===== config.mk =====
export PLATFORM = sky130hd
export DESIGN_NAME = btc_hash
export DESIGN_NICKNAME = d
export VERILOG_FILES = /design/src/rtl/core/btc_pkg.sv /design/src/rtl/core/btc_hash.sv
export SDC_FILE = /design/constraint.sdc
export NUM_CORES = 1
export LEC_CHECK = 0
export BUFFER_PORTS_ARGS = -buffer_cell sky130_fd_sc_hd__buf_2
export CORE_MARGIN = 5
export CORE_UTILIZATION = 50
export DETAILED_ROUTE_END_ITERATION = 8
export PLACE_DENSITY = 0.78
export SYNTH_ARGS = -nofsm -noshare
export SYNTH_HDL_FRONTEND = slang
export SYNTH_SLANG_ARGS = --single-unit
export TNS_END_PERCENT = 100

===== constraint.sdc =====
create_clock -name clk -period 13.4 [get_ports clk]
set_input_delay 2.01 -clock clk [delete_from_list [all_inputs] [get_ports clk]]
set_output_delay 2.01 -clock clk [all_outputs]
set_load 0.01 [all_outputs]

===== src/rtl/core/btc_pkg.sv =====
// Shared types, constants and helpers for the Boolean tensor-train compose core.
package btc_pkg;

  localparam int ADDR_W = 16;

  localparam logic [1:0] CMD_WR_FIRST  = 2'd0;
  localparam logic [1:0] CMD_WR_SECOND = 2'd1;
  localparam logic [1:0] CMD_COMPOSE   = 2'd2;
  localparam logic [1:0] CMD_RD_OUT    = 2'd3;

  localparam logic [1:0] REG_CHAIN_LENGTH = 2'd0;
  localparam logic [1:0] REG_FIRST_RANK   = 2'd1;
  localparam logic [1:0] REG_SECOND_RANK  = 2'd2;

  localparam logic [63:0] FNV_BASIS    = 64'hcbf29ce484222325;
  localparam logic [8:0]  FNV_PRIME_LO = 9'h1b3;
  localparam int          FNV_SHIFT    = 40;

  typedef struct packed {
    logic [1:0]  command;
    logic [11:0] cell_address;
    logic        bit_value;
  } in_word_t;

  typedef struct packed {
    logic        status;
    logic        read_bit;
    logic [11:0] ones_count;
    logic [12:0] shared_reads;
    logic [63:0] output_hash;
  } out_word_t;

  typedef struct packed {
    logic init;
    logic step;
    logic y;
  } walk_ctl_t;

  typedef struct packed {
    logic [ADDR_W-1:0] addr1;
    logic [ADDR_W-1:0] addr2;
    logic [ADDR_W-1:0] oaddr;
    logic              last;
  } walk_pos_t;

  // 8r + 4(len-2)r^2
  function automatic logic [ADDR_W-1:0] cell_count(input logic [4:0] len,
                                                   input logic [4:0] r);
    logic [ADDR_W-1:0] rr;
    logic [ADDR_W-1:0] l2;
    rr = ADDR_W'(r) * ADDR_W'(r);
    l2 = ADDR_W'(len) - ADDR_W'(2);
    return (ADDR_W'(r) << 3) + ((l2 * rr) << 2);
  endfunction

endpackage


===== src/rtl/core/btc_hash.sv =====
// FNV-1a 64 unit: xor and low-constant multiply on absorb, then shifted add on mix.
module btc_hash (
  input  logic        clk,
  input  logic        init,
  input  logic        absorb,
  input  logic        mix,
  input  logic        bit_in,
  output logic [63:0] hash
);

  logic [63:0] h;
  logic [63:0] hx;
  logic [63:0] t;
  logic [63:0] hx_next;

  assign hx_next = h ^ {63'd0, bit_in};
  assign hash    = h;

  always_ff @(posedge clk) begin
    if (init) begin
      h <= btc_pkg::FNV_BASIS;
    end else if (mix) begin
      h <= t + (hx << btc_pkg::FNV_SHIFT);
    end
    if (absorb) begin
      hx <= hx_next;
      t  <= hx_next * 64'(btc_pkg::FNV_PRIME_LO);
    end
  end

endmodule


After elaboration in Yosys (flattened, before gate mapping)
Index checks and enable logic that the tools add are counted.

Bits in registers: 152. Latch bits: 0. Bits in writable memories: 0. ROM bits: 0. Input bits: 5. Output and inout port bits: 64. Logic and storage cells: 6. Memories kept: 0.

Add/sub/neg operators: 1. Multipliers: 1. Divide/modulo/power cells: 0. $lt $le $gt $ge: 0. Equality and inequality tests: 0. Shifts and indexed selects: 0. Mux-type cells: 0. Bitwise logic cells: 1. Reductions and logical operators: 0.

Operators with widths (count): 64-bit adder (1); 64-bit by 9-bit multiplier with 64-bit output (second input constant) (1); 64-bit by 1-bit bitwise XOR with 64-bit output (1).

Depth between registers and ports, before layout
Depth after elaboration: 2. Depth in mapped cells: 20. Depth with buffers taken out: 20.

Worst setup path before layout
Ideal clock, no wire load.

Kind: input -> register. From: input port bit_in. To: register t[63] (data pin). Setup time: 258 ps. Arrival time: 6113 ps. Required time: 13142 ps. Slack: 7029 ps. Stages: 17. Path buffers: 0. Path through: xor2_1 > ha_1 > xor2_1 > ha_1 > or2_2 > fa_1 > fa_1 > ha_1 > a21o_1 > o2111a_2 > o21ai_2 > a311o_1 > a21oi_4 > a41oi_2 > or3_4 > o21ai_2 > xnor2_1.

Longest elaborated chain between the ends: 2.

RTL lines: from (decl) (line btc_hash.sv:7) `input logic bit_in,`; 64-bit by 1-bit bitwise XOR with 64-bit output (line btc_hash.sv:16) `assign hx_next = h ^ {63'd0, bit_in};`; 64-bit by 9-bit multiplier with 64-bit output (line btc_hash.sv:27) `t <= hx_next * 64'(btc_pkg::FNV_PRIME_LO);`; to (signal assigned) (line btc_hash.sv:27); to (decl) (line btc_hash.sv:13) `logic [63:0] t;`.

Every way passes these cells. A chain may end at the register's enable or synchronous reset.

Final worst setup path
From: input port bit_in. To: register t[60] (data pin).

Longest elaborated chain between the ends: 2.

RTL lines: 64-bit by 1-bit bitwise XOR with 64-bit output (line btc_hash.sv:16); via hx_next[0] (line btc_hash.sv:14) `logic [63:0] hx_next;`; 64-bit by 9-bit multiplier with 64-bit output (line btc_hash.sv:27).

The timed path passes the listed nets, and every way through them passes these cells.

==> impl_metrics.tcl <==
set metrics [dict create \
    final.setup.tns_ps 0 \
    yosysUniqueCellTypes 66 \
    maxSlewViolCount 0 \
    die_w_um 191 \
    start_kind "input pin" \
    worst_slew_margin_rel_pct 46.0 \
    finalClockSkew_ps 9.15 \
    drv_cap 0 \
    synth_largest_type_area_fraction_pct 27.5 \
    antenna-diode-count 0 \
    die_height_um 191 \
    pin_count 69 \
    layout_min_cycle_time_ps 6650 \
    synth.avg_cell_area_um2 10.2 \
    max_slew.worst_pin.slew_ps 809 \
    inst_count_dp 2015 \
    reg2reg_slack_ps 7930 \
    port_buffers 68 \
    timing_worst_setup_path_type "input pin to register" \
    overflow 0 \
    finalHoldWorstSlack_ps 456 \
    fmax_mhz 150 \
    critical_path_arrival_ps 6840 \
    timing.critical_path.required_ps 13590 \
    final_net_count 1979 \
    place.gp.congestion 0.934 \
    report.final.setup_viol 0 \
    synth_async_sr_flop_share_pct 0 \
    fillerInstances 2905 \
    yosysWarnings 0 \
    grt_start_max_net_pins 67 \
    cts.root.buffer_cell "sky130_fd_sc_hd__clkbuf_16" \
    cts_buffers 17 \
    cts_tree "built" \
    via_density_per_instance 5.37 \
    detail_route.drc_violations 0 \
    post_synthesis_to_final_layout_area_growth_pct 5.49 \
    grt.total_usage_pct 21.7 \
    syn_nets 1987 \
    synth-seq-area-share_pct 23.8 \
    detailedPlace.worstSlack_ps 6350 \
    cts_num_sinks 151 \
    post_drt_wl_per_cell_um 18.5 \
    synth_area_leaders "sky130_fd_sc_hd__fa_1, sky130_fd_sc_hd__edfxtp_1, sky130_fd_sc_hd__ha_1" \
    floorplan.rows 66 \
    netlist_instances 1600 \
    dpl.hpwl_mm 31.8 \
    grt_first_pass_wirelength_mm 62.3 \
    drtPass1Iterations 5 \
    worst_setup_hold_path_clk_slew_ps 70 \
    detailedRoute.firstIterationViolations 744 \
    clock_insertion_delay_worst_skew_ps 440 \
    critical_path_peak_fanout 5 \
    grt_pass1_vias 11600 \
    grt_setup_unrepaired "false" \
    synth_area_um2 16300 \
    layout.cells.most_common_list "sky130_fd_sc_hd__inv_1, sky130_fd_sc_hd__fa_1, sky130_fd_sc_hd__ha_1" \
    final_antenna_net_count 0 \
    detailroute.via_count 11000 \
    post_synth_edffs 87 \
    cts_resized 0 \
    largest_area_contributor_in_the_netlist "sky130_fd_sc_hd__fa_1" \
    hold_path.class "register to register" \
    drive_gt1_share_pct 7.73 \
    status "finished, final reports clean" \
    final_cell_count_no_fill 2047 \
    critPathCaptureType "register" \
    initial_antenna_violation_count 0 \
    die_outline_area_um2 36400 \
    cts_hold_buffers 0 \
    mostFrequentLayoutCell "sky130_fd_sc_hd__inv_1" \
    floorplan.initialDensity_pct 50.4 \
    cts.htree.levels 4 \
    synth_flop_cell "sky130_fd_sc_hd__edfxtp_1" \
    ys_ff_latch 151 \
    post_cts.repair.setup_buffers 0 \
    hold_viol 0 \
    setup_slack_ps 6750 \
    coreArea_um2 32400 \
    maximum_number_of_buffers_from_clock_root_to_sink 2 \
    portion_of_the_clock_cycle_consumed_by_the_worst_path_in_the_final_layout_pct 49.6 \
    wl_mm 37.8 \
]
==> routing by layer <==
metal	vias to the layer above	GRT usage (%)	routed length (um)
met1	5531	30.4	17300
met4	0	5.83	892
met2	257	36.0	18200
met3	49	2.49	1440
li1	5147	-	-
met5	-	0	0
==> metrics by stage <==
stage,cell area [um^2],utilization (%)
CTS,17200,53.2
finish,17200,53.2
detailed placement,16600,51.4
global placement,16600,51.4
floorplan,16300,-
global route,17200,53.2
==> sequential cells by signal (all words and copies together) (netlist names) <==
signal	flops
hash	64
hx	24
t	63
==> final cells by class <==
class | count | area, um^2 | area share (%)
Sequential cell | 151 | 3890 | 22.6
Inverter | 335 | 1260 | 7.30
Tap cell | 442 | 553 | 3.21
Clock inverter | 15 | 160 | 0.930
Multi-Input combinational cell | 1016 | 10600 | 61.3
Timing Repair Buffer | 71 | 368 | 2.14
Clock buffer | 17 | 425 | 2.47
==> critical path, stage by stage <==
cell                        delay (ps)
sky130_fd_sc_hd__buf_2             100
sky130_fd_sc_hd__xor2_1            420
sky130_fd_sc_hd__ha_1              300
sky130_fd_sc_hd__xor2_1            220
sky130_fd_sc_hd__ha_1              280
sky130_fd_sc_hd__fa_1              510
sky130_fd_sc_hd__fa_1              420
sky130_fd_sc_hd__ha_1              380
sky130_fd_sc_hd__o211ai_1          140
sky130_fd_sc_hd__o211ai_1          270
sky130_fd_sc_hd__a41oi_2           250
sky130_fd_sc_hd__o221ai_1          280
sky130_fd_sc_hd__nand3_1           200
sky130_fd_sc_hd__a2111oi_2         450
sky130_fd_sc_hd__o21ai_1           160
sky130_fd_sc_hd__o221ai_1          190
sky130_fd_sc_hd__a21oi_1           110
sky130_fd_sc_hd__xnor2_1           130
==> path summary, 6_finish.rpt <==
kind / startpoint / end / cells past startpoint
min reg2reg: t[8] / hash[8] / 1
max reg2reg: hash[11] / t[60] / 19
min: t[8] / hash[8] / 1
max: bit_in / t[60] / 18
==> Yosys cell counts (all sizes together), types with 4 or more instances <==
cell,instances
nand2b,8
ha,158
and2,6
xor2,36
nand2,63
fa,224
o31ai,5
or3,4
o21a,10
nand3,18
nor3,10
dfxtp,64
or2,5
nor2b,22
inv,334
edfxtp,87
clkbuf,29
o21bai,13
and3,4
nor2,71
a211oi,9
a21oi,86
a211o,23
a31oi,10
mux2i,30
nand4,12
o211ai,6
a21o,44
buf,69
o21ai,49
xnor2,53
==> cells by family after synthesis <==
logic type               after synthesis  synth area share (%)
XOR/XNOR                              89                  4.77
AND/OR/NAND/NOR                      230                  6.67
multiplexers                          30                  1.84
adder cells (fa/ha/maj)              382                  39.6
AO/OA/AOI/OAI                        285                  11.9
buffers and inverters                433                  11.4
flip-flops                           151                  23.8
Power is not shown: default switching activity piles up to over one toggle a cycle in this logic, so the estimate is an artifact.
