$ cat src/rtl/core/btc_pkg.sv
// Shared types, constants and helpers for the Boolean tensor-train compose core.
package btc_pkg;

  localparam int ADDR_W = 16;

  localparam logic [1:0] CMD_WR_FIRST  = 2'd0;
  localparam logic [1:0] CMD_WR_SECOND = 2'd1;
  localparam logic [1:0] CMD_COMPOSE   = 2'd2;
  localparam logic [1:0] CMD_RD_OUT    = 2'd3;

  localparam logic [1:0] REG_CHAIN_LENGTH = 2'd0;
  localparam logic [1:0] REG_FIRST_RANK   = 2'd1;
  localparam logic [1:0] REG_SECOND_RANK  = 2'd2;

  localparam logic [63:0] FNV_BASIS    = 64'hcbf29ce484222325;
  localparam logic [8:0]  FNV_PRIME_LO = 9'h1b3;
  localparam int          FNV_SHIFT    = 40;

  typedef struct packed {
    logic [1:0]  command;
    logic [11:0] cell_address;
    logic        bit_value;
  } in_word_t;

  typedef struct packed {
    logic        status;
    logic        read_bit;
    logic [11:0] ones_count;
    logic [12:0] shared_reads;
    logic [63:0] output_hash;
  } out_word_t;

  typedef struct packed {
    logic init;
    logic step;
    logic y;
  } walk_ctl_t;

  typedef struct packed {
    logic [ADDR_W-1:0] addr1;
    logic [ADDR_W-1:0] addr2;
    logic [ADDR_W-1:0] oaddr;
    logic              last;
  } walk_pos_t;

  // 8r + 4(len-2)r^2
  function automatic logic [ADDR_W-1:0] cell_count(input logic [4:0] len,
                                                   input logic [4:0] r);
    logic [ADDR_W-1:0] rr;
    logic [ADDR_W-1:0] l2;
    rr = ADDR_W'(r) * ADDR_W'(r);
    l2 = ADDR_W'(len) - ADDR_W'(2);
    return (ADDR_W'(r) << 3) + ((l2 * rr) << 2);
  endfunction

endpackage

$ cat src/rtl/core/btc_walk.sv
// Cell walker: product cell counters and operand address generation.
module btc_walk (
  input  logic                   clk,
  input  logic                   rst,
  input  btc_pkg::walk_ctl_t     ctl,
  input  logic [4:0]             chain_length,
  input  logic [2:0]             first_rank,
  input  logic [1:0]             second_rank,
  output btc_pkg::walk_pos_t     pos
);

  localparam int AW = btc_pkg::ADDR_W;

  logic [4:0]    site;
  logic [2:0]    a;
  logic [1:0]    c;
  logic          x;
  logic          z;
  logic [2:0]    b;
  logic [1:0]    d;
  logic [AW-1:0] base1;
  logic [AW-1:0] base2;
  logic [AW-1:0] oaddr;

  logic          first_site, last_site;
  logic [2:0]    la, ra;
  logic [1:0]    lb, rb;
  logic          a_wrap, b_wrap, c_wrap, d_wrap;
  logic [AW-1:0] inc1, inc2;

  always_comb begin
    first_site = (site == 5'd0);
    last_site  = (site == chain_length - 5'd1);
    la = first_site ? 3'd1 : first_rank;
    lb = first_site ? 2'd1 : second_rank;
    ra = last_site ? 3'd1 : first_rank;
    rb = last_site ? 2'd1 : second_rank;
    a_wrap = (a == la - 3'd1);
    c_wrap = (c == lb - 2'd1);
    b_wrap = (b == ra - 3'd1);
    d_wrap = (d == rb - 2'd1);
    inc1 = first_site ? (AW'(first_rank) << 2)
                      : ((AW'(first_rank) * AW'(first_rank)) << 2);
    inc2 = first_site ? (AW'(second_rank) << 2)
                      : ((AW'(second_rank) * AW'(second_rank)) << 2);
    pos.addr1 = base1 + AW'(8'({a, x, ctl.y}) * 8'(ra)) + AW'(b);
    pos.addr2 = base2 + AW'(8'({c, ctl.y, z}) * 8'(rb)) + AW'(d);
    pos.oaddr = oaddr;
    pos.last  = last_site & a_wrap & c_wrap & x & z & b_wrap & d_wrap;
  end

  always_ff @(posedge clk) begin
    if (rst || ctl.init) begin
      site  <= '0;
      a     <= '0;
      c     <= '0;
      x     <= 1'b0;
      z     <= 1'b0;
      b     <= '0;
      d     <= '0;
      base1 <= '0;
      base2 <= '0;
      oaddr <= '0;
    end else if (ctl.step) begin
      oaddr <= oaddr + AW'(1);
      if (!d_wrap) begin
        d <= d + 2'd1;
      end else begin
        d <= '0;
        if (!b_wrap) begin
          b <= b + 3'd1;
        end else begin
          b <= '0;
          if (!z) begin
            z <= 1'b1;
          end else begin
            z <= 1'b0;
            if (!x) begin
              x <= 1'b1;
            end else begin
              x <= 1'b0;
              if (!c_wrap) begin
                c <= c + 2'd1;
              end else begin
                c <= '0;
                if (!a_wrap) begin
                  a <= a + 3'd1;
                end else begin
                  a     <= '0;
                  site  <= site + 5'd1;
                  base1 <= base1 + inc1;
                  base2 <= base2 + inc2;
                end
              end
            end
          end
        end
      end
    end
  end

endmodule

$ cat config.mk
export PLATFORM = sky130hd
export DESIGN_NAME = btc_walk
export DESIGN_NICKNAME = d
export VERILOG_FILES = /design/src/rtl/core/btc_pkg.sv /design/src/rtl/core/btc_walk.sv
export SDC_FILE = /design/constraint.sdc
export NUM_CORES = 1
export LEC_CHECK = 0
export BUFFER_PORTS_ARGS = -buffer_cell sky130_fd_sc_hd__buf_2
export CAP_MARGIN = 15
export CORE_ASPECT_RATIO = 1.5
export CORE_MARGIN = 8
export CORE_UTILIZATION = 45
export CTS_CLUSTER_SIZE = 25
export DETAILED_ROUTE_END_ITERATION = 8
export GPL_ROUTABILITY_DRIVEN = 0
export PLACE_DENSITY = 0.74
export SYNTH_ARGS = -nofsm -noshare
export SYNTH_HDL_FRONTEND = slang
export SYNTH_SLANG_ARGS = --single-unit
export TNS_END_PERCENT = 5
$ cat constraint.sdc
create_clock -name clk -period 7.35 [get_ports clk]
set_clock_uncertainty 0.15 [all_clocks]
set_input_delay 0.735 -clock clk [delete_from_list [all_inputs] [get_ports clk]]
set_output_delay 0.735 -clock clk [all_outputs]
set_load 0.01 [all_outputs]
Word-level counts from Yosys, hierarchy flattened
Cells that the tools add are included.
{"block": "word_totals", "wordCells": 62, "regBits": 65, "out_inout_bits": 49}
{"block": "op_classes", "n_eq_ne": 5, "mux": 12, "bitwise": 6, "add_sub_neg": 17, "n_reduce_logical": 8, "multipliers": 4}
{"op": "$add 16x6->16", "count": 2}
{"op": "$add 16x8->16", "count": 2}
{"op": "$add 16x1->16 const B", "count": 1}
{"op": "$add 16x2->16", "count": 1}
{"op": "$add 16x3->16", "count": 1}
{"op": "$mux 3", "count": 4}
{"op": "$mul 5x3->8", "count": 1}
{"op": "$mux 2", "count": 4}
{"op": "$mux 8", "count": 1}
{"op": "$reduce_and 7->1", "count": 1}
{"op": "$add 3x1->3 const B", "count": 2}
{"op": "$and 1x1->1", "count": 6}
{"op": "$eq 3x3->1", "count": 2}
{"op": "$mul 3x3->6", "count": 1}
{"op": "$mul 4x2->6", "count": 1}
{"op": "$mux 6", "count": 1}
{"op": "$reduce_and 6->1", "count": 1}
{"op": "$sub 3x1->3 const B", "count": 2}
{"op": "$add 5x1->5 const B", "count": 1}
{"op": "$eq 5x5->1", "count": 1}
{"op": "$logic_not 5->1", "count": 1}
{"op": "$reduce_and 5->1", "count": 1}
{"op": "$sub 5x1->5 const B", "count": 1}
{"op": "$add 2x1->2 const B", "count": 2}
{"op": "other kinds (8)", "count": 11}

Logic depth before layout (Yosys ltp)
Gate-level depths: netlist (run 1).
{"block": "logic_depth", "word_depth": 10, "depth_mapped": 21}

Worst setup path before layout (run 1)
Ideal clock, no wire load.
{"block": "synth_timing", "kind": "input to output", "from": "input chain_length[0]", "to": "output pos[45] (netlist name)", "required_time_ns": 6.465, "slack_ns": 1.197, "arrival_ns": 5.268, "n_path_buf": 1, "cell_stages": 20, "cell_sequence": "inv_1 > ha_1 > nand2b_1 > a21boi_1 > o311ai_1 > clkbuf_1 > nand3_1 > fa_1 > fa_1 > inv_1 > fa_1 > ha_1 > fa_1 > a21o_1 > a21oi_1 > o21bai_1 > a21o_1 > a21oi_1 > nor3b_1 > xor2_1"}
{"element": "from (decl)", "line": "btc_walk.sv:6", "text": "input logic [4:0] chain_length,"}
{"element": "to (decl)", "line": "btc_walk.sv:9", "text": "output btc_pkg::walk_pos_t pos"}

==> results.txt, run 1 <==
Worst hold slack -> 0.336 ns
Logic pwr share -> 7.0%
Final Util -> 52.3%
Clock Root Buffer -> clkbuf_16
Clk pwr share -> 52.4%
TritonCTS clock tree -> done
Share of layout cells above drive strength 1 -> 14.9%
Peak supply drop -> 0.125 mV
Num CTS Buffers -> 9
# Post-CTS Setup Buffers -> 0
Worst R2R End -> base1[10]
Sw Ratio -> 24.0%
Number of H-tree levels -> 3
R2R Path Start -> site[4]
# diodes -> 0
CP Max Fanout -> 14
Final Net Count -> 725
Via-to-Cell Ratio -> 5.49
Register area -> 1220 sq um
Startpoint Class -> primary input
Synth top area share -> 24.7%
Initial antenna violation count -> 0
Flop pwr share -> 40.6%
Min-delay src -> base1[15]
Dpl ws -> 0.709 ns
Wire length on met2 -> 6120 microns
Hold crit path type -> flop to flop
Setup TNS -> 0 ns
Final setup viols -> 0
Main synth FF type -> dfxtp_1
Vias in the first global route -> 4365
Critical path capture point -> pos[43]
Crit. End Element -> output pin
Peak Freq -> 150 MHz
CTS clk-pin slew, worst paths -> 0.05 ns
Crit path from -> chain_length[0]
Fin crit share -> 90.7%
Wl on met1 -> 4720 microns
ANT nets after route -> 0
Global-route wire length before repair -> 19500 microns
Hold Buf Count CTS -> 0
Met3 WL -> 462 microns
Synth area leaders -> dfxtp_1 25%, ha_1 12%, fa_1 6.5%, xnor2_1 4.8%, xor2_1 4.8%
Final hold violations -> 0
Final WS setup -> 0.683 ns
Critical Path RT -> 6.46 ns
Hpwl dp -> 8580 microns
All-Layer GR Usage -> 16.3%
Core Area -> 10900 sq um
Leakage power -> 2.62 nW
Netlist cell types -> 61
GR Overflow Total -> 0
Max Slew Vio Count -> 0
Chip width -> 102 microns
Row count -> 47
Psw -> 0.197 mW
Vias -> 4379
Area delta synth->final -> 15.1%
Pre-antenna DRT Iters -> 4
Synthesized instance count -> 588
RSZ-0062 raised after global routing -> no
Clock Sink Count -> 61
Synth warn -> 0
Post-synthesis sequential area ratio -> 24.7%
Starting Density -> 45.4%
Pwr dens -> 144 nW/um^2
DRC -> 0
Avg WL per Cell -> 14.4 microns
Top sig layer -> met4
Max-cap violations -> 0
Clock latency on the worst-skew pair -> 0.33 ns
Layout fillers -> 981
Die ar. -> 14700 sq um
Int Power -> 0.623 mW
Post-Syn Area -> 4940 sq um
Post-synth ARST share -> 0%
I/O Buffers -> 63
Longest Clk Path Bufs -> 2
Post-Syn Nets -> 667
Crit path DAT -> 5.78 ns
Post-cts sizing count -> 0
R2R depth -> 15
Finished Layout Cells -> 798
Setup CP Type -> primary input to output pin
Cell Count Post-Placement -> 782
Drt total wl -> 11500 microns
Post-synth EDFFs -> 0
Syn Area/Cell -> 8.41 sq um
Max-slew headroom -> 38.0%
Slew @ Worst Pin -> 0.926 ns
Final min period -> 6.67 ns
#FFs+latches synth -> 61
Area of the multi-input gates -> 3500 sq um
Number of DRC markers in iteration 0 -> 173
Largest net degree at the start of global routing -> 53
Status -> complete, no violations
R2r setup slk -> 3.08 ns
Io pins -> 64
Die span in y -> 144 microns
Leading area contributor after synthesis -> dfxtp_1
[cell type report]
type                            count  area share [%]
Clock buffer                       10            4.20
Clock inverter                      6            1.10
Inverter                           35            2.31
Multi-Input combinational cell    471            61.5
Sequential cell                    61            21.5
Tap cell                          147            3.23
Timing Repair Buffer               68            6.20
[logic make-up (layout without fill, tap and decap cells)]
kind of cell / after synthesis / in the layout / synth area share (%)
xor+xnor: 55 / 55 / 10.0
buf+inv: 56 / 119 / 4.53
simple gates: 228 / 228 / 24.6
mux: 14 / 14 / 2.83
compound gates: 110 / 110 / 14.7
fa+ha+maj: 64 / 64 / 18.6
flops: 61 / 61 / 24.7
[per-layer routing]
metal	vias to the layer above	global-route usage, %
li1	2189	-
met1	2080	18.1
met2	91	29.3
met3	19	3.13
met4	0	6.86
met5	-	0
[sequential cells by signal (all words and copies together) (netlist names)]
name,flops
oaddr,16
b,3
base1,14
x,1
z,1
site,5
c,2
a,3
d,2
base2,14
[cells in the final DEF, fill, tap and decap left out, drive strengths merged, types with 3 or more instances in the layout]
cell type / Yosys / final
a21o: 8 / 8
a21oi: 41 / 41
a31oi: 3 / 3
and2: 6 / 6
and3: 15 / 15
buf: 5 / 68
clkbuf: 16 / 10
clkinvlp: 0 / 3
dfxtp: 61 / 61
fa: 16 / 16
ha: 48 / 48
inv: 35 / 35
mux2i: 14 / 14
nand2: 49 / 49
nand2b: 10 / 10
nand3: 12 / 12
nand4: 9 / 9
nor2: 52 / 52
nor2b: 10 / 10
nor3: 6 / 6
nor3b: 3 / 3
nor4: 5 / 5
nor4bb: 3 / 3
o21a: 4 / 4
o21ai: 26 / 26
o21bai: 3 / 3
o311ai: 4 / 4
o31ai: 4 / 4
o41ai: 5 / 5
or2: 4 / 4
or3: 27 / 27
or4: 6 / 6
xnor2: 27 / 27
xor2: 27 / 27
[how the worst min path moves through the flow]
stage                      to  depth (start not counted)
finish              base1[15]                          2
global route        base1[15]                          2
CTS                  base2[3]                          2
detailed placement   base2[3]                          2
global placement     base2[3]                          2
floorplan            base2[3]                          2
[cell usage after synthesis (4+ instances only)]
| cell | count |
|---|---|
| a21o_1 | 8 |
| a21oi_1 | 41 |
| and2_1 | 6 |
| and3_1 | 15 |
| buf_2 | 4 |
| clkbuf_1 | 15 |
| dfxtp_1 | 61 |
| fa_1 | 16 |
| ha_1 | 48 |
| inv_1 | 35 |
| mux2i_1 | 14 |
| nand2_1 | 49 |
| nand2b_1 | 10 |
| nand3_1 | 12 |
| nand4_1 | 9 |
| nor2_1 | 52 |
| nor2b_1 | 10 |
| nor3_1 | 6 |
| nor4_1 | 4 |
| o21a_1 | 4 |
| o21ai_0 | 25 |
| o31ai_1 | 4 |
| o41ai_1 | 5 |
| or2_2 | 4 |
| or3_1 | 27 |
| or4_1 | 6 |
| xnor2_1 | 27 |
| xor2_1 | 27 |
[power groups by stage]
stage | logic [mW] | registers (mW) | clock network (mW)
floorplan | 0.0394 | 0.340 | 0
global placement | 0.0554 | 0.340 | 0
detailed placement | 0.0567 | 0.340 | 0
CTS | 0.0574 | 0.333 | 0.437
global route | 0.0647 | 0.333 | 0.452
finish | 0.0570 | 0.333 | 0.430
[metrics by stage]
| stage | area, sq um | total power [mW] |
|---|---|---|
| finish | 5690 | 0.820 |
| CTS | 5690 | 0.828 |
| global route | 5690 | 0.850 |
| floorplan | 4940 | 0.380 |
| detailed placement | 5390 | 0.397 |
| global placement | 5390 | 0.396 |
[worst max-delay path: stages]
cell and delay [ns]:
buf_2 0.11, inv_1 0.04, ha_1 0.29, xnor2_1 0.14, a211oi_2 0.31, o311ai_1 0.15, buf_4 0.21, and2_1 0.17
nand2_1 0.08, fa_1 0.44, fa_1 0.51, inv_1 0.05, fa_1 0.45, ha_1 0.24, fa_1 0.42, a21o_1 0.20
a21oi_1 0.22, o21bai_1 0.09, a21o_1 0.20, a21oi_1 0.26, nand2b_1 0.16, xnor2_1 0.12, buf_2 0.16
Power figures use the tool's default switching activity.
==> run 2: changes to the inputs <==
--- a/config.mk
+++ b/config.mk
@@ -9,11 +9,11 @@
 export CAP_MARGIN = 15
 export CORE_ASPECT_RATIO = 1.5
 export CORE_MARGIN = 8
-export CORE_UTILIZATION = 45
+export CORE_UTILIZATION = 55
 export CTS_CLUSTER_SIZE = 25
 export DETAILED_ROUTE_END_ITERATION = 8
 export GPL_ROUTABILITY_DRIVEN = 0
-export PLACE_DENSITY = 0.74
+export PLACE_DENSITY = 0.85
 export SYNTH_ARGS = -nofsm -noshare
 export SYNTH_HDL_FRONTEND = slang
 export SYNTH_SLANG_ARGS = --single-unit
==> run 2 against run 1 <==
  * Global-route usage grew 3.3 points
  * Non-clock buffer count is 1 lower
  * Combinational power is 1% higher
  * First-iteration DRC count rose by 42%
  * Worst hold slack got worse by 0.0085 ns
==> results.txt, run 2 (same netlist as run 1, synthesis figures left out) <==
Register area -> 1220 sq um (unchanged)
Avg WL per Cell -> 15.5 microns (+7.6%)
All-Layer GR Usage -> 19.6% (+3.3 points)
Leakage power -> 2.65 nW (+1.0%)
Drt total wl -> 11800 microns (+2.3%)
Area delta synth->final -> 14.9%
Most common cell on crit path -> fa_1
RSZ-0062 raised after global routing -> no
I/O Buffers -> 63 (unchanged)
Max Slew Vio Count -> 0 (unchanged)
Die span in y -> 132 microns (-8.5%)
GR Overflow Total -> 0 (unchanged)
Top Registers -> oaddr (16), base1 (14), base2 (14)
Startpoint Class -> primary input
Most flops, register -> oaddr
Pre-antenna DRT Iters -> 5 (+1)
Vias in the first global route -> 4594 (+5.2%)
Core Area -> 8780 sq um (-19%)
Crit path DAT -> 5.78 ns (about the same)
CP Max Fanout -> 14 (unchanged)
Commonest non-fill, non-tap cells in the layout -> 63 x buf_2, 61 x dfxtp_1, 52 x nor2_1, 49 x nand2_1, 48 x ha_1
CP peak stage delay -> 0.51 ns (about the same)
Starting Density -> 56.3% (+11 points)
Hold Crit Depth -> 2 (unchanged)
Setup TNS -> 0 ns (unchanged)
Num CTS Buffers -> 9 (unchanged)
R2R Path Start -> site[4]
Via-to-Cell Ratio -> 5.86 (+6.8%)
Number of DRC markers in iteration 0 -> 246 (+42%)
Share of layout cells above drive strength 1 -> 14.6% (-0.26 points)
Chip width -> 93.4 microns (-8.0%)
Min-delay src -> base2[3]
Slew @ Worst Pin -> 1.08 ns (+0.156 ns)
Pwr dens -> 156 nW/um^2 (+8.1%)
Final hold violations -> 0 (unchanged)
Clock Root Buffer -> clkbuf_16
Fin crit share -> 90.7% (about the same)
Area of the multi-input gates -> 3500 sq um (unchanged)
Crit. End Element -> output pin
Peak supply drop -> 0.135 mV (+8.0%)
ANT nets after route -> 0 (unchanged)
WHS Endpoint -> base2[3]
Most common cell after layout, fill and taps aside -> buf_2
Hold Buf Count CTS -> 0 (unchanged)
CP Cell Sequence -> buf_2 -> inv_1 -> ha_1 -> nand4bb_1 -> a211oi_2 -> o311ai_1 -> buf_4 -> and2_1 -> nand2_1 -> fa_1 -> fa_1 -> inv_1 -> fa_1 -> ha_1 -> fa_1 -> a21o_1 -> a21oi_1 -> o21bai_1 -> a21o_1 -> a21oi_1 -> nand2b_1 -> xnor2_1 -> buf_2
Worst R2R End -> base1[10]
Largest net degree at the start of global routing -> 53 (unchanged)
Final min period -> 6.67 ns (+0.00306 ns)
# Post-CTS Setup Buffers -> 0 (unchanged)
Largest register FFs -> 16 (unchanged)
Longest Clk Path Bufs -> 2 (unchanged)
# diodes -> 0 (unchanged)
Hpwl dp -> 8640 microns (+0.60%)
Vias -> 4449 (+1.6%)
Hold crit path type -> flop to flop
Global-route wire length before repair -> 20300 microns (+3.8%)
Clock latency on the worst-skew pair -> 0.33 ns (about the same)
Final setup viols -> 0 (unchanged)
Clock Sink Count -> 61 (unchanged)
Critical Path RT -> 6.46 ns (about the same)
Final Net Count -> 724 (-0.14%)
Peak Freq -> 150 MHz (about the same)
DRC -> 0 (unchanged)
Finished Layout Cells -> 759 (-4.9%)
CTS clk-pin slew, worst paths -> 0.05 ns (about the same)
R2R depth -> 15 (unchanged)
Setup CP Type -> primary input to output pin
Max-slew headroom -> 27.9% (-10 points)
Max-cap violations -> 0 (unchanged)
Row count -> 42 (-11%)
Layout fillers -> 715 (-27%)
TritonCTS clock tree -> done
Post-cts sizing count -> 0 (unchanged)
Io pins -> 64 (unchanged)
Slowest cell on crit path -> fa_1
Number of H-tree levels -> 3 (unchanged)
Status -> complete, no violations
Initial antenna violation count -> 0 (unchanged)
R2r setup slk -> 3.06 ns (-0.02 ns)
Cell Count Post-Placement -> 744 (-4.9%)
Die ar. -> 12300 sq um (-16%)
-- run 2: worst max path at each step --
| stage | start | to | slack (ns) | cells after the start |
|---|---|---|---|---|
| after global routing | chain_length[0] | pos[43] | 0.40 | 23 |
| after detailed placement | chain_length[0] | pos[43] | 0.69 | 23 |
| after global placement | chain_length[0] | pos[43] | 0.87 | 23 |
| final | chain_length[0] | pos[43] | 0.68 | 23 |
| after floorplan | chain_length[0] | pos[45] | 1.20 | 20 |
| after CTS | chain_length[0] | pos[43] | 0.68 | 23 |
-- run 2: worst max-delay path: cells and delay by family --
family | cells | cell delay [ns]
adder cells (fa/ha/maj) | 6 | 2.28
AO/OA/AOI/OAI | 7 | 1.51
buffers and inverters | 5 | 0.58
AND/OR/NAND/NOR | 4 | 0.58
XOR/XNOR | 1 | 0.11
-- run 2: area by class of cell --
type | count | area share [%]
multi-input cells | 471 | 61.6
flip-flops and latches | 61 | 21.5
repair buffers | 67 | 6.08
clock buffers | 11 | 4.45
well taps | 110 | 2.42
inverters | 35 | 2.31
clock inverters | 4 | 1.67
-- run 2: metal layers --
metal,up-vias,track usage (%),wire length [microns]
met5,-,0,0
met1,2133,20.8,4720
li1,2192,-,-
met3,24,3.82,466
met4,0,8.01,264
met2,100,36.0,6330
-- run 2: where the power goes --
group	internal [mW]	total (mW)	leakage (nW)	switching (mW)
clock	0.347	0.494	0.172	0.148
combinational	0.0212	0.0576	1.98	0.0364
sequential	0.332	0.334	0.491	0.00156
total	0.700	0.886	2.65	0.186
-- run 2: stage by stage --
stage                     power [mW]  hold WS (ns)  area, sq um  util, %  setup slack, ns
final                          0.886         0.327         5680     64.7            0.680
after global routing           0.910         0.354         5680     64.7            0.403
after CTS                      0.892         0.332         5680     64.7            0.679
after detailed placement       0.397         0.326         5330     60.8            0.693
after global placement         0.395         0.314         5330     60.8            0.867
after floorplan                0.380         0.304         4940        -             1.20
==> run 3: changes to the inputs <==
--- a/config.mk
+++ b/config.mk
@@ -5,6 +5,7 @@
 export SDC_FILE = /design/constraint.sdc
 export NUM_CORES = 1
 export LEC_CHECK = 0
+export ABC_AREA = 1
 export BUFFER_PORTS_ARGS = -buffer_cell sky130_fd_sc_hd__buf_2
 export CAP_MARGIN = 15
 export CORE_ASPECT_RATIO = 1.5
@@ -14,6 +15,7 @@
 export DETAILED_ROUTE_END_ITERATION = 8
 export GPL_ROUTABILITY_DRIVEN = 0
 export PLACE_DENSITY = 0.85
+export SKIP_LAST_GASP = 1
 export SYNTH_ARGS = -nofsm -noshare
 export SYNTH_HDL_FRONTEND = slang
 export SYNTH_SLANG_ARGS = --single-unit
==> run 3 against run 2 <==
  * Final cell count increased by 24%
  * Worst hold slack got worse by 0.012 ns
  * Sequential share of layout area decreased by 1.1 points
  * Global-route usage decreased by 0.084 points
  * Register-to-register slack improved by 0.91 ns
  * Via count increased by 16%
  * Power decreased by 8.4%
  * Utilization decreased by 2.2 points
  * First-iteration DRC count increased by 72%
  * Clock power decreased by 16%
==> results.txt, run 3 <==
Leakage power -> 2.97 nW (+12%)
Share of layout cells above drive strength 1 -> 13.0% (-1.6 points)
Pwr dens -> 135 nW/um^2 (-13%)
Pre-antenna DRT Iters -> 5 (unchanged)
Worst hold slack -> 0.316 ns (-0.0116 ns)
Leading area contributor after synthesis -> dfxtp_1
Logic pwr share -> 8.1% (+1.6 points)
Starting Density -> 56.0% (-0.35 points)
I/O Buffers -> 63 (unchanged)
DRC -> 0 (unchanged)
Top Registers -> oaddr (16), base1 (14), base2 (14)
Crit path DAT -> 5.21 ns (-0.57 ns)
Status -> complete, no violations
Flop pwr share -> 41.0% (+3.3 points)
Max-slew headroom -> 62.0% (+34 points)
Final setup viols -> 0 (unchanged)
Synth area leaders -> dfxtp_1 23%, nand2_1 11%, ha_1 11%, inv_1 7.1%, xor2_1 7.0%
CTS clk-pin slew, worst paths -> 0.06 ns (about the same)
Synth top area share -> 22.8% (-1.9 points)
Core Area -> 9580 sq um (+9.2%)
# Post-CTS Setup Buffers -> 0 (unchanged)
Hold crit path type -> flop to flop
Area delta synth->final -> 11.7%
Post-cts sizing count -> 0 (unchanged)
Fin crit share -> 82.9% (-7.9 points)
Final min period -> 6.09 ns (-0.578 ns)
Vias in the first global route -> 4970 (+8.2%)
Most common cell after layout, fill and taps aside -> nand2_1
Avg WL per Cell -> 13.6 microns (-12%)
CP Max Fanout -> 15 (+1)
Post-Syn Area -> 5360 sq um (+8.5%)
Clk pwr share -> 50.9% (-4.9 points)
Longest Clk Path Bufs -> 2 (unchanged)
ANT nets after route -> 0 (unchanged)
Post-Syn Nets -> 851 (+28%)
Synth warn -> 0 (unchanged)
All-Layer GR Usage -> 19.6% (-0.084 points)
CP peak stage delay -> 0.52 ns (about the same)
Setup CP Type -> primary input to output pin
#FFs+latches synth -> 61 (unchanged)
Clock latency on the worst-skew pair -> 0.34 ns (about the same)
Clock Sink Count -> 61 (unchanged)
Initial antenna violation count -> 0 (unchanged)
Crit. End Element -> output pin
TritonCTS clock tree -> done
Syn Area/Cell -> 6.95 sq um (-17%)
Commonest non-fill, non-tap cells in the layout -> 163 x nand2_1, 102 x inv_1, 81 x nor2_1, 64 x a21oi_1, 63 x buf_2
Final hold violations -> 0 (unchanged)
Io pins -> 64 (unchanged)
Clock Root Buffer -> clkbuf_16
Num CTS Buffers -> 9 (unchanged)
Vias -> 5146 (+16%)
Peak Freq -> 164 MHz (+9.5%)
Post-synthesis sequential area ratio -> 22.8% (-1.9 points)
Row count -> 44 (+4.8%)
Setup TNS -> 0 ns (unchanged)
Peak supply drop -> 0.185 mV (+37%)
Slew @ Worst Pin -> 0.563 ns (-0.518 ns)
Netlist cell types -> 41 (-33%)
Max Slew Vio Count -> 0 (unchanged)
Number of DRC markers in iteration 0 -> 422 (+72%)
Number of H-tree levels -> 3 (unchanged)
Hold Buf Count CTS -> 0 (unchanged)
Chip width -> 96.6 microns (+3.4%)
Post-synth EDFFs -> 0 (unchanged)
Power Total -> 0.811 mW (-8.4%)
RSZ-0062 raised after global routing -> no
Synthesized instance count -> 772 (+31%)
Slowest cell on crit path -> fa_1
Global-route wire length before repair -> 21900 microns (+8.3%)
Main synth FF type -> dfxtp_1
Startpoint Class -> primary input
List of most frequent post-synthesis cells -> 163 x nand2_1, 102 x inv_1, 81 x nor2_1
Max-cap violations -> 0 (unchanged)
Int Power -> 0.600 mW (-14%)
Final Net Count -> 903 (+25%)
Die ar. -> 13200 sq um (+7.2%)
Die span in y -> 137 microns (+3.7%)
Largest net degree at the start of global routing -> 36 (-32%)
Critical Path RT -> 6.46 ns (about the same)
Sw Ratio -> 26.0% (+5.1 points)
Count leader, synth -> nand2_1
# diodes -> 0 (unchanged)
Largest register FFs -> 16 (unchanged)
Hpwl dp -> 9630 microns (+12%)
Post-synth ARST share -> 0% (unchanged)
Most flops, register -> oaddr
Via-to-Cell Ratio -> 5.45 (-7.0%)
GR Overflow Total -> 0 (unchanged)
Psw -> 0.211 mW (+14%)
Most common cell on crit path -> nand2_1
Drt total wl -> 12800 microns (+9.0%)
## run 3: cell types whose count changed after synthesis, sizes merged, moves of 14 or more
| cell | before | now |
|---|---|---|
| mux2i | 14 | 0 |
| or3 | 27 | 0 |
| nand3 | 12 | 63 |
| nor2 | 52 | 88 |
| inv | 35 | 107 |
| a21oi | 41 | 65 |
| nand2 | 49 | 170 |
| xor2 | 27 | 43 |
## run 3: worst paths after layout
check                   from         to  slack [ns]  cells past startpoint
max          chain_length[0]    pos[47]        1.26                     26
min                base2[15]  base2[15]        0.32                      2
max reg2reg          site[0]   base2[2]        3.97                     14
min reg2reg        base2[15]  base2[15]        0.32                      2
## run 3: area by class of cell
class / instances / area (sq um)
Clock buffer: 12 / 256
Clock inverter: 4 / 31.3
Fill cell: 896 / 3590
Inverter: 110 / 413
Multi-Input combinational cell: 576 / 3570
Sequential cell: 61 / 1220
Tap cell: 115 / 144
Timing Repair Buffer: 66 / 350
## run 3: metrics by stage
stage	setup WS [ns]	area (sq um)	utilization, %	instances
detailed placement	1.24	5680	59.3	927
CTS	1.24	5970	62.3	943
global route	0.838	5990	62.5	944
floorplan	1.69	5360	-	772
global placement	1.32	5680	59.3	927
finish	1.26	5990	62.5	944
## run 3: kinds of logic after synthesis
logic type / count (synthesis) / synth area share [%]
AND/OR/NAND/NOR: 360 / 30.8
adder cells (fa/ha/maj): 64 / 17.2
flip-flops: 61 / 22.8
buffers and inverters: 135 / 10.6
AO/OA/AOI/OAI: 95 / 9.40
XOR/XNOR: 57 / 9.31
## run 3: critical path: cells and delay by family
kind	cells	cell delay (ns)
buf+inv	6	0.45
compound gates	2	0.50
simple gates	11	0.97
xor+xnor	1	0.15
fa+ha+maj	6	2.39
## run 3: layer usage
| metal | routed length (microns) | track usage [%] | up-vias |
|---|---|---|---|
| li1 | - | - | 2588 |
| met1 | 5020 | 19.6 | 2389 |
| met2 | 6740 | 36.5 | 134 |
| met3 | 719 | 5.46 | 35 |
| met4 | 371 | 9.27 | 0 |
| met5 | 0 | 0 | - |
## run 3: power by group through the flow
| stage | Clock, mW | Combinational, mW | Sequential [mW] |
|---|---|---|---|
| 3_3_place_gp | 0 | 0.0622 | 0.340 |
| 3_5_place_dp | 0 | 0.0637 | 0.340 |
| 4_1_cts | 0.416 | 0.0646 | 0.333 |
| 6_report | 0.413 | 0.0658 | 0.333 |
| 5_1_grt | 0.430 | 0.0732 | 0.333 |
| 2_1_floorplan | 0 | 0.0471 | 0.340 |
